## config.mk

```make
export PLATFORM = sky130hd
export DESIGN_NAME = weight_vector_gcd_normalizer_core
export DESIGN_NICKNAME = d
export VERILOG_FILES = /design/src/design/wvgn_pkg.sv /design/src/design/wvgn_queue.sv /design/src/design/wvgn_front.sv /design/src/design/wvgn_back.sv /design/src/design/weight_vector_gcd_normalizer_core.sv
export SDC_FILE = /design/constraint.sdc
export NUM_CORES = 2
export LEC_CHECK = 0
export BUFFER_PORTS_ARGS = -buffer_cell sky130_fd_sc_hd__buf_2
export CAP_MARGIN = 0
export CORE_AREA = 5 5 356 498
export CTS_CLUSTER_SIZE = 12
export DETAILED_ROUTE_END_ITERATION = 7
export DIE_AREA = 0 0 361 503
export PLACE_DENSITY = 0.83
export SLEW_MARGIN = 20
export SYNTH_ARGS = -nofsm -noshare
export SYNTH_HDL_FRONTEND = slang
export SYNTH_HIERARCHICAL = 1
export SYNTH_SLANG_ARGS = --single-unit
```

## constraint.sdc

```tcl
create_clock -name clk -period 4.55 [get_ports clk]
set_input_delay 0.455 -clock clk [delete_from_list [all_inputs] [get_ports clk]]
set_output_delay 0.455 -clock clk [all_outputs]
set_load 0.005 [all_outputs]
```

## src/design/wvgn_pkg.sv

```systemverilog
// ----------------------------------------------------------------------------
// wvgn_pkg
// Shared types and constants of the weight vector GCD normalizer.
// ----------------------------------------------------------------------------
package wvgn_pkg;

    // Port widths fixed by the interface
    localparam int PORT_WEIGHT_W = 32;
    localparam int PORT_INDEX_W  = 6;

    // Normalization applies from this many stored weights on
    localparam int MIN_RUN       = 2;
    // A divisor must exceed this to change anything
    localparam int UNIT_DIVISOR  = 1;

    // Classification of one request, passed from front to back
    typedef struct packed {
        logic last;
        logic drop;
    } wvgn_ctl_t;

endpackage

```

## src/design/wvgn_queue.sv

```systemverilog
// ----------------------------------------------------------------------------
// wvgn_queue
// Two-entry request queue between front and back.
// ----------------------------------------------------------------------------
module wvgn_queue
#(
    parameter int DW = 34
)
(
    input  logic          clk,
    input  logic          rst_n,
    input  logic          push,
    input  logic [DW-1:0] push_data,
    output logic          full,
    output logic          valid,
    input  logic          pop,
    output logic [DW-1:0] pop_data
);

    logic [DW-1:0] entry_reg [2];
    logic          wr_ptr_reg;
    logic          rd_ptr_reg;
    logic [1:0]    cnt_reg;

    assign full     = (cnt_reg == 2'd2);
    assign valid    = (cnt_reg != 2'd0);
    assign pop_data = entry_reg[rd_ptr_reg];

    always_ff @(posedge clk or negedge rst_n)
    begin
        if (!rst_n)
        begin
            wr_ptr_reg <= 1'b0;
            rd_ptr_reg <= 1'b0;
            cnt_reg    <= 2'd0;
        end
        else
        begin
            if (push)
            begin
                wr_ptr_reg <= ~wr_ptr_reg;
            end
            if (pop)
            begin
                rd_ptr_reg <= ~rd_ptr_reg;
            end
            if (push && !pop)
            begin
                cnt_reg <= cnt_reg + 2'd1;
            end
            else if (pop && !push)
            begin
                cnt_reg <= cnt_reg - 2'd1;
            end
        end
    end

    // Payload needs no reset
    always_ff @(posedge clk)
    begin
        if (push)
        begin
            entry_reg[wr_ptr_reg] <= push_data;
        end
    end

endmodule

```

## src/design/wvgn_front.sv

```systemverilog
// ----------------------------------------------------------------------------
// wvgn_front
// Accepts requests, tracks the run fill and marks requests past capacity.
// ----------------------------------------------------------------------------
module wvgn_front
    import wvgn_pkg::*;
#(
    parameter int MAX_WEIGHTS = 64,
    parameter int W           = 32
)
(
    input  logic         clk,
    input  logic         rst_n,
    input  logic         start,
    input  logic         last,
    input  logic [W-1:0] weight,
    input  logic         q_full,
    output logic         busy,
    output logic         push,
    output wvgn_ctl_t    push_ctl,
    output logic [W-1:0] push_weight
);

    localparam int CW = $clog2(MAX_WEIGHTS + 1);

    logic [CW-1:0] count_reg;
    logic          drop;

    assign busy        = q_full;
    assign push        = start && !q_full;
    assign drop        = (count_reg == CW'(MAX_WEIGHTS));
    assign push_ctl    = '{last: last, drop: drop};
    assign push_weight = weight;

    always_ff @(posedge clk or negedge rst_n)
    begin
        if (!rst_n)
        begin
            count_reg <= '0;
        end
        else if (push)
        begin
            // Restart the fill at the end of a run
            if (last)
            begin
                count_reg <= '0;
            end
            else if (!drop)
            begin
                count_reg <= count_reg + CW'(1);
            end
        end
    end

endmodule

```

## src/design/wvgn_back.sv

```systemverilog
// ----------------------------------------------------------------------------
// wvgn_back
// Stores weights, runs the binary GCD per weight and emits the weights, divided when normalized.
// ----------------------------------------------------------------------------
module wvgn_back
    import wvgn_pkg::*;
#(
    parameter int MAX_WEIGHTS = 64,
    parameter int W           = 32
)
(
    input  logic                     clk,
    input  logic                     rst_n,
    input  logic                     q_valid,
    input  wvgn_ctl_t                q_ctl,
    input  logic [W-1:0]             q_weight,
    output logic                     q_pop,
    output logic                     result_valid,
    output logic [PORT_INDEX_W-1:0]  index,
    output logic [PORT_WEIGHT_W-1:0] weight_out,
    output logic [PORT_WEIGHT_W-1:0] divisor,
    output logic                     changed,
    output logic                     overflow,
    output logic                     end_of_run
);

    localparam int CW = $clog2(MAX_WEIGHTS + 1);
    localparam int IW = (MAX_WEIGHTS > 1) ? $clog2(MAX_WEIGHTS) : 1;
    localparam int KW = $clog2(W + 1);

    typedef enum logic [2:0] {
        S_IDLE,
        S_GCD,
        S_READ,
        S_LOAD,
        S_DIV
    } state_t;

    state_t        state_reg;
    logic [CW-1:0] count_reg;
    logic [W-1:0]  div_reg;
    logic          ovf_reg;
    logic          last_pend_reg;
    logic [W-1:0]  ga_reg;
    logic [W-1:0]  gb_reg;
    logic [KW-1:0] gk_reg;
    logic [IW-1:0] idx_reg;
    logic [W-1:0]  rem_reg;
    logic [W-1:0]  quo_reg;
    logic [KW-1:0] bit_reg;
    logic [W-1:0]  rd_data_reg;

    logic                     res_valid_reg;
    logic [PORT_INDEX_W-1:0]  res_index_reg;
    logic [PORT_WEIGHT_W-1:0] res_weight_reg;
    logic [PORT_WEIGHT_W-1:0] res_div_reg;
    logic                     res_changed_reg;
    logic                     res_ovf_reg;
    logic                     res_end_reg;

    logic [W-1:0]  store_mem [MAX_WEIGHTS];

    logic          wr_en;
    logic          gcd_done;
    logic [W:0]    g_sub;
    logic [W-1:0]  gcd_val;
    logic [W:0]    rem_sh;
    logic [W:0]    d_sub;
    logic          take;
    logic [W-1:0]  rem_new;
    logic [W-1:0]  quo_new;
    logic          norm;
    logic          last_item;
    logic          emit_now;
    logic [W-1:0]  emit_val;

    assign q_pop = (state_reg == S_IDLE) && q_valid;
    assign wr_en = q_pop && !q_ctl.drop;

    // Binary GCD step
    assign gcd_done = (ga_reg == '0) || (gb_reg == '0);
    assign g_sub    = {1'b0, ga_reg} - {1'b0, gb_reg};
    assign gcd_val  = W'((ga_reg | gb_reg) << gk_reg);

    // Restoring divide step
    assign rem_sh  = {rem_reg, quo_reg[W-1]};
    assign d_sub   = rem_sh - {1'b0, div_reg};
    assign take    = !d_sub[W];
    assign rem_new = take ? d_sub[W-1:0] : rem_sh[W-1:0];
    assign quo_new = {quo_reg[W-2:0], take};

    assign norm      = (count_reg >= CW'(MIN_RUN)) && (div_reg > W'(UNIT_DIVISOR));
    assign last_item = ((CW'(idx_reg) + CW'(1)) == count_reg);
    assign emit_now  = ((state_reg == S_LOAD) && !norm)
                    || ((state_reg == S_DIV) && (bit_reg == KW'(1)));
    assign emit_val  = (state_reg == S_DIV) ? quo_new : rd_data_reg;

    // Weight store: one write and one registered read port
    always_ff @(posedge clk)
    begin
        if (wr_en)
        begin
            store_mem[count_reg[IW-1:0]] <= q_weight;
        end
        rd_data_reg <= store_mem[idx_reg];
    end

    always_ff @(posedge clk or negedge rst_n)
    begin
        if (!rst_n)
        begin
            state_reg       <= S_IDLE;
            count_reg       <= '0;
            div_reg         <= '0;
            ovf_reg         <= 1'b0;
            last_pend_reg   <= 1'b0;
            ga_reg          <= '0;
            gb_reg          <= '0;
            gk_reg          <= '0;
            idx_reg         <= '0;
            rem_reg         <= '0;
            quo_reg         <= '0;
            bit_reg         <= '0;
            res_valid_reg   <= 1'b0;
            res_index_reg   <= '0;
            res_weight_reg  <= '0;
            res_div_reg     <= '0;
            res_changed_reg <= 1'b0;
            res_ovf_reg     <= 1'b0;
            res_end_reg     <= 1'b0;
        end
        else
        begin
            res_valid_reg <= emit_now;
            case (state_reg)
                S_IDLE:
                begin
                    if (q_valid)
                    begin
                        if (q_ctl.drop)
                        begin
                            ovf_reg <= 1'b1;
                            if (q_ctl.last)
                            begin
                                state_reg <= S_READ;
                            end
                        end
                        else
                        begin
                            count_reg     <= count_reg + CW'(1);
                            ga_reg        <= div_reg;
                            gb_reg        <= q_weight;
                            gk_reg        <= '0;
                            last_pend_reg <= q_ctl.last;
                            state_reg     <= S_GCD;
                        end
                    end
                end
                S_GCD:
                begin
                    if (gcd_done)
                    begin
                        div_reg   <= gcd_val;
                        state_reg <= last_pend_reg ? S_READ : S_IDLE;
                    end
                    else if (!ga_reg[0] && !gb_reg[0])
                    begin
                        ga_reg <= ga_reg >> 1;
                        gb_reg <= gb_reg >> 1;
                        gk_reg <= gk_reg + KW'(1);
                    end
                    else if (!ga_reg[0])
                    begin
                        ga_reg <= ga_reg >> 1;
                    end
                    else if (!gb_reg[0])
                    begin
                        gb_reg <= gb_reg >> 1;
                    end
                    else if (!g_sub[W])
                    begin
                        ga_reg <= g_sub[W-1:0];
                    end
                    else
                    begin
                        gb_reg <= gb_reg - ga_reg;
                    end
                end
                S_READ:
                begin
                    state_reg <= S_LOAD;
                end
                S_LOAD:
                begin
                    if (norm)
                    begin
                        rem_reg   <= '0;
                        quo_reg   <= rd_data_reg;
                        bit_reg   <= KW'(W);
                        state_reg <= S_DIV;
                    end
                end
                S_DIV:
                begin
                    rem_reg <= rem_new;
                    quo_reg <= quo_new;
                    bit_reg <= bit_reg - KW'(1);
                end
                default:
                begin
                    state_reg <= S_IDLE;
                end
            endcase

            if (emit_now)
            begin
                res_index_reg   <= PORT_INDEX_W'(idx_reg);
                res_weight_reg  <= PORT_WEIGHT_W'(emit_val);
                res_div_reg     <= PORT_WEIGHT_W'(div_reg);
                res_changed_reg <= norm;
                res_ovf_reg     <= ovf_reg;
                res_end_reg     <= last_item;
                if (last_item)
                begin
                    // Drop the run and start over empty
                    count_reg <= '0;
                    div_reg   <= '0;
                    ovf_reg   <= 1'b0;
                    idx_reg   <= '0;
                    state_reg <= S_IDLE;
                end
                else
                begin
                    idx_reg   <= idx_reg + IW'(1);
                    state_reg <= S_READ;
                end
            end
        end
    end

    assign result_valid = res_valid_reg;
    assign index        = res_index_reg;
    assign weight_out   = res_weight_reg;
    assign divisor      = res_div_reg;
    assign changed      = res_changed_reg;
    assign overflow     = res_ovf_reg;
    assign end_of_run   = res_end_reg;

endmodule

```

## src/design/weight_vector_gcd_normalizer_core.sv

```systemverilog
// ----------------------------------------------------------------------------
// weight_vector_gcd_normalizer_core
// Loads a weight vector, tracks its GCD and emits the normalized weights.
// ----------------------------------------------------------------------------
// Usage:
//   Request channel: drive weight and last with start high; the request is
//   taken at a rising edge where start is high and busy is low. busy rises
//   only when the two-entry request queue is full.
//   Each stored weight updates a running GCD with a binary GCD sequencer,
//   one shift or subtract per cycle (at most 32 bits are kept). A request
//   past MAX_WEIGHTS is dropped and sets the overflow flag of the run.
//   A request with last set starts the emission: one result per stored
//   weight, in load order. Each result takes a store read, plus the
//   restoring divider when the run is normalized (at least two weights
//   and a divisor above one). The divider and the GCD sequencer bound
//   the rate.
//   Result channel: result_valid is high for exactly one cycle per result;
//   the receiver cannot stall, so fields must be captured on that cycle.
//   end_of_run marks the final result, after which the run state is empty.
//   Reset clears the queue, the fill count, the divisor and the flags.
// ----------------------------------------------------------------------------
module weight_vector_gcd_normalizer_core
    import wvgn_pkg::*;
#(
    parameter int MAX_WEIGHTS = 64,
    parameter int WEIGHT_BITS = 32
)
(
    input  logic        clk,
    input  logic        rst_n,
    input  logic        start,
    output logic        busy,
    input  logic [31:0] weight,
    input  logic        last,
    output logic        result_valid,
    output logic [5:0]  index,
    output logic [31:0] weight_out,
    output logic [31:0] divisor,
    output logic        changed,
    output logic        overflow,
    output logic        end_of_run
);

    // Kept weight width: the port caps it at 32 bits
    localparam int W  = (WEIGHT_BITS < PORT_WEIGHT_W) ? WEIGHT_BITS : PORT_WEIGHT_W;
    localparam int DW = W + $bits(wvgn_ctl_t);

    logic          q_full;
    logic          q_valid;
    logic          q_pop;
    logic          push;
    wvgn_ctl_t     push_ctl;
    logic [W-1:0]  push_weight;
    logic [DW-1:0] pop_data;
    wvgn_ctl_t     q_ctl;
    logic [W-1:0]  q_weight;

    // Front: take requests and mark those past capacity
    wvgn_front #(
        .MAX_WEIGHTS (MAX_WEIGHTS),
        .W           (W)
    ) u_front (
        .clk         (clk),
        .rst_n       (rst_n),
        .start       (start),
        .last        (last),
        .weight      (weight[W-1:0]),
        .q_full      (q_full),
        .busy        (busy),
        .push        (push),
        .push_ctl    (push_ctl),
        .push_weight (push_weight)
    );

    // Hold requests while the back end works
    wvgn_queue #(
        .DW (DW)
    ) u_queue (
        .clk       (clk),
        .rst_n     (rst_n),
        .push      (push),
        .push_data ({push_ctl, push_weight}),
        .full      (q_full),
        .valid     (q_valid),
        .pop       (q_pop),
        .pop_data  (pop_data)
    );

    assign q_ctl    = wvgn_ctl_t'(pop_data[DW-1:W]);
    assign q_weight = pop_data[W-1:0];

    // Back: store, GCD, divide and emit
    wvgn_back #(
        .MAX_WEIGHTS (MAX_WEIGHTS),
        .W           (W)
    ) u_back (
        .clk          (clk),
        .rst_n        (rst_n),
        .q_valid      (q_valid),
        .q_ctl        (q_ctl),
        .q_weight     (q_weight),
        .q_pop        (q_pop),
        .result_valid (result_valid),
        .index        (index),
        .weight_out   (weight_out),
        .divisor      (divisor),
        .changed      (changed),
        .overflow     (overflow),
        .end_of_run   (end_of_run)
    );

endmodule

```

* Yosys cells after proc, flatten, opt, wreduce, memory -nomap -nowiden *
Memory sizes are Yosys's and may differ from the RTL's. A register that Yosys moved wholly into a read port is not among the register bits.
Index checks and enable logic that the tools add are counted.

word-level totals
  register bits = 275
  latch bits = 0
  bits in writable memories = 2,116
  bits in read-only memories = 0
  bits of input ports = 36
  word-level logic and storage cells = 164
  memories kept = 2

memory list
  name               words  bits a word  read ports  clocked after Yosys merged registers in  wr ports  line              text
  u_back.store_mem   64     32           1           1                                        1         wvgn_back.sv:61   logic [W-1:0] store_mem [MAX_WEIGHTS];
  u_queue.entry_reg  2      34           1           0                                        1         wvgn_queue.sv:20  logic [DW-1:0] entry_reg [2];

cells by class
  $add $sub $neg = 11
  multipliers = 0
  div/mod/pow operators = 0
  order comparisons = 2
  eq/ne operators = 23
  shift operators = 1
  muxes and demuxes = 61
  bitwise gates (word level) = 4
  reductions and logical operators = 35

operators with widths
  operator                                                         count
  2-to-1 mux 32 bit                                                22
  one-hot mux 32 bit (2 select lines)                              4
  zero test 32 bit                                                 2
  2-to-1 mux 7 bit                                                 7
  2-to-1 mux 6 bit                                                 6
  subtractor 32 x 32 -> 33 bit                                     1
  subtractor 33 x 32 -> 33 bit                                     1
  greater-than comparator 32 x 1 -> 1 bit (second input constant)  1
  bitwise OR 32 bit                                                1
  << shifter 32 x 6 -> 32 bit                                      1
  subtractor 32 bit                                                1
  one-hot mux 6 bit (2 select lines)                               2
  2-to-1 mux 3 bit                                                 6
  one-hot mux 3 bit (5 select lines)                               1
  AND reduction 5 bit                                              3
  adder 7 x 1 -> 7 bit (second input constant)                     2
  adder 6 x 1 -> 6 bit (second input constant)                     2
  inequality test 3 x 1 -> 1 bit (second input constant)           4
  inequality test 4 bit (second input constant)                    3
  AND reduction 6 bit                                              2
  logical AND 1 bit                                                9
  2-to-1 mux 1 bit                                                 9
  zero test 1 bit                                                  8
  2-to-1 mux 2 bit                                                 4
  other kinds (22)                                                 35

* Longest topological paths before layout *
  word-level depth = 7
  gate-level depth with buffers = 16

* Hierarchy *
The synthesis kept the hierarchy.

by module, submodules not included
  module      instances  cells each  area an instance (um^2)  sequential area each (um^2)
  wvgn_back   1          6,306       99,023.7                 68,745.9
  wvgn_queue  1          122         2,793.9                  2,142.1
  wvgn_front  1          86          721.9                    175.2

* Worst setup path before layout *
No wires, ideal clock.

  kind = register -> register
  start = reg u_queue.rd_ptr_reg
  end = mem u_back.store_mem[59][0], enable pin
  data arrival time = 3.562 ns
  required time = 4.129 ns
  path slack = 0.567 ns
  cell stages (with the launch flop) = 8
  path buffers = 2
  cells stage by stage = dfrtp_1 > buf_6 > buf_12 > mux2_4 > nor4_1 > nor2b_1 > nand3_1 > nor2_1

between the ends
  cells in the longest elaborated chain, start to end = 5

RTL lines
  what                                    line                                     text
  start, declared                         wvgn_queue.sv:22                         logic rd_ptr_reg;
  start signal, assigned                  wvgn_queue.sv:45                         rd_ptr_reg <= ~rd_ptr_reg;
  memory read (2 x 34 bit)                n/a
  via pop_data[32]                        weight_vector_gcd_normalizer_core.sv:54  logic [DW-1:0] pop_data;
  zero test 1 bit                         wvgn_back.sv:78                          assign wr_en = q_pop && !q_ctl.drop;
  logical AND 1 bit                       wvgn_back.sv:78
  2-to-1 mux 1 bit                        wvgn_back.sv:101                         if (wr_en)
  2-to-1 mux 1 bit (not written as such)  wvgn_back.sv:103                         store_mem[count_reg[IW-1:0]] <= q_weight;
  end, declared                           wvgn_back.sv:61

The timed path passes the listed nets, and every way through them passes these cells.

==> key figures <==
Detailed routing
  • Pre-antenna DRT Iters: 8
  • DRC: 0
  • ANT nets after route: 0
  • DRT iter0 DRCs: 8,635
  • Via count: 64,400
  • Avg Vias per Cell: 7.05
  • WL final: 303,000 µm
  • Avg WL per Cell: 33.2 µm

Logic synthesis
  • Syn Area/Cell: 15.7 µm²
  • Synthesized area: 103,000 µm²
  • Yosys warnings: 6
  • Area leader, netlist: edfxtp_1
  • Post-synth top area share: 62.0%
  • Syn Nets: 6,691
  • Mapped Cells: 6,514
  • Library cells used by synthesis: 95
  • Count leader, synth: edfxtp_1
  • Async SR Flop Fraction: 11.3%
  • Synth area leaders: edfxtp_1 62%, dfrtp_1 6.7%, mux4_2 6.2%
  • Seq cells post-synth: 2,423
  • Most instantiated cells after synthesis: 2,116 x edfxtp_1, 480 x a21oi_1, 456 x mux2i_1, 326 x o21ai_0, 287 x nor2_1
  • Seq/Total Area, Yosys: 69.3%
  • Most used flip-flop cell after synthesis: edfxtp_1
  • Count of flip-flops with a built-in enable after synthesis: 2,116

Finish
  • Final instance area: 114,000 µm²
  • Fraction of layout cells with a size suffix above 1: 17.9%
  • Area Overhead vs Synth: 11.4%
  • Non-filler cells, final: 9,131
  • Final net count: 6,906
  • Largest register FFs: 2,048

Global route
  • First-pass GRT wire length: 434,000 µm
  • Gr ovfl total: 0
  • Initial antenna violation count: 21
  • Vias in the first global route: 64,500
  • Total GRT Usage: 32.9%
  • Largest net degree at the start of global routing: 143

CTS
  • Root Driver: clkbuf_16
  • Clock buffer depth: 3
  • CTS tree: yes
  • TritonCTS buffer count: 224
  • CTS clk-pin slew, worst paths: 0.06 ns
  • Num Clock Sinks: 2,423
  • CTS H-tree depth: 4
  • Latest clock arrival within the worst-skew pair: 0.88 ns

Placement
  • Port bufs: 110
  • Setup Slack @ Placement: 0.552 ns
  • Placed insts: 8,756
  • HPWL after DPL: 173,000 µm
  • Placer congestion estimate: 0.974
  • Placed cell area: 107,000 µm²

Power and ir drop
  • Leak pwr: 38.7 nW
  • Pwr dens: 659 nW/µm²
  • Peak VDD IR: 0.521 mV

STA
  • Final Max Tran Viols: 0
  • Fin Setup TNS: 0 ns
  • Final period utilization: 91.3%
  • Max Freq: 241 MHz
  • Skew final: 0.0656 ns
  • Worst-Margin Slew: 1.37 ns
  • Final Hold Viols: 0
  • Unrepaired setup endpoints after global routing: false
  • Final Critical Period: 4.16 ns
  • Endpoints failing setup: 0
  • Final WS setup: 0.394 ns
  • Max-slew headroom: 8.09%

Critical path
  • WP data arrival: 4.79 ns
  • Element type at the critical path end: flop
  • Worst R2R End: u_back/rd_data_reg[10]
  • Critical Path Source Type: flop
  • Setup crit end: u_back/rd_data_reg[10]
  • Largest fanout on the critical path: 34
  • Worst R2R Path Depth: 8
  • Reg2Reg Setup Slack: 0.39 ns
  • Critical Path RT: 5.18 ns
  • Critical Path Start: u_back/idx_reg[2]
  • Reg-to-Reg Start: u_back/idx_reg[2]
  • Setup Crit Path Kind: reg2reg

Floorplanning
  • Top Ports: 111
  • Die area: 182,000 µm²
  • Initial core utilization: 59.4%
  • Core Area: 173,000 µm²
  • Die width: 361 µm
  • Die height: 503 µm
  • Site Rows: 181

Run
  • Max_cap viols: 0

Hold path
  • Hold/Removal Path Class: in2async

Outcome
  • Status: completed
## cell families (layout without fill, tap and decap cells)
group / after synthesis / in the layout / share of synthesized area [%]
and+or+nand+nor: 855 / 855 / 3.78
buffers and inverters: 587 / 906 / 2.55
adders and majority gates: 141 / 141 / 1.74
xor gates and xnor gates: 111 / 111 / 0.955
AOI/OAI and AO/OA: 1472 / 1472 / 8.84
DFF: 2423 / 2423 / 69.3
other: 0 / 11 / 0
muxes: 925 / 925 / 12.8
## metrics by stage
step	total power [W]	hold WS (ns)	utilization [%]
floorplan	0.0478	0.159	-
global placement	0.0569	0.455	62.3
detailed placement	0.0575	0.461	62.3
CTS	0.0746	0.154	66.1
global route	0.0778	0.216	66.2
finish	0.0752	0.143	66.2
## placed cells by master (no fill, tap or decap), types with 41 or more instances in the layout
cell          n
buf_12       69
nor2_1      223
nand2_1     255
buf_2       109
nor2_4       64
a211oi_1     49
ha_1        138
o21ai_0     326
o221ai_1    148
nor3_1       92
edfxtp_1   2116
mux2_2      155
buf_4       205
mux2i_1     456
a21oi_1     480
a21o_1       46
o22ai_1     138
mux4_2      284
inv_1       144
clkbuf_16   227
xnor2_1      84
nor4_1       41
dfrtp_1     268
clkbuf_1     76
o21ai_1      61
nand3_1      50
## worst max-delay path, cell delays in order (launching register included)
cell      delay, ns
dfrtp_1        0.77
nand2b_4       0.71
buf_12         0.25
buf_4          0.26
o221ai_1       0.20
o22ai_1        0.22
nor2_1         0.16
a211oi_1       1.02
a21oi_1        0.30
## what timing repair did
item,CTS,global route
hold buffers,34,0
endpoints found under the hold margin,148,0
resized for setup,0,0
buffers inserted,0,0
## how the worst min path moves through the flow
stage / startpoint / end / slack, ns / cells after the start
after global routing: rst_n / u_back/quo_reg[20] / 0.22 / 2
after floorplan: rst_n / u_back/bit_reg[0] / 0.16 / 0
final: rst_n / u_back/quo_reg[20] / 0.14 / 2
after CTS: rst_n / u_back/quo_reg[20] / 0.15 / 2
after global placement: u_back/weight_out[3] / u_back/weight_out[3] / 0.46 / 1
after detailed placement: u_back/weight_out[16] / u_back/weight_out[16] / 0.46 / 1
## routing by layer
| layer | share of wire [%] | up-vias | GRT usage [%] |
|---|---|---|---|
| met5 | 0 | - | 0 |
| met2 | 49 | 5221 | 54.7 |
| met4 | 8.5 | 0 | 22.8 |
| li1 | - | 25900 | - |
| met3 | 11 | 1251 | 7.31 |
| met1 | 32 | 31900 | 38.3 |
## power by group
| group | internal [W] | switching (W) |
|---|---|---|
| Clock | 0.00925 | 0.00791 |
| Sequential | 0.0281 | 0.00146 |
| Combinational | 0.0103 | 0.0182 |
| Total | 0.0477 | 0.0275 |
## final cells by class
class	instances	area, µm²
well taps	2287	2860
fillers	11000	58400
inverters	158	598
diodes	11	27.5
multi-input cells	3504	29400
clock inverters	21	307
clock buffers	309	6050
repair buffers	418	3820
flip-flops and latches	2423	71100
Note: power is estimated with default switching activity, not from simulation.
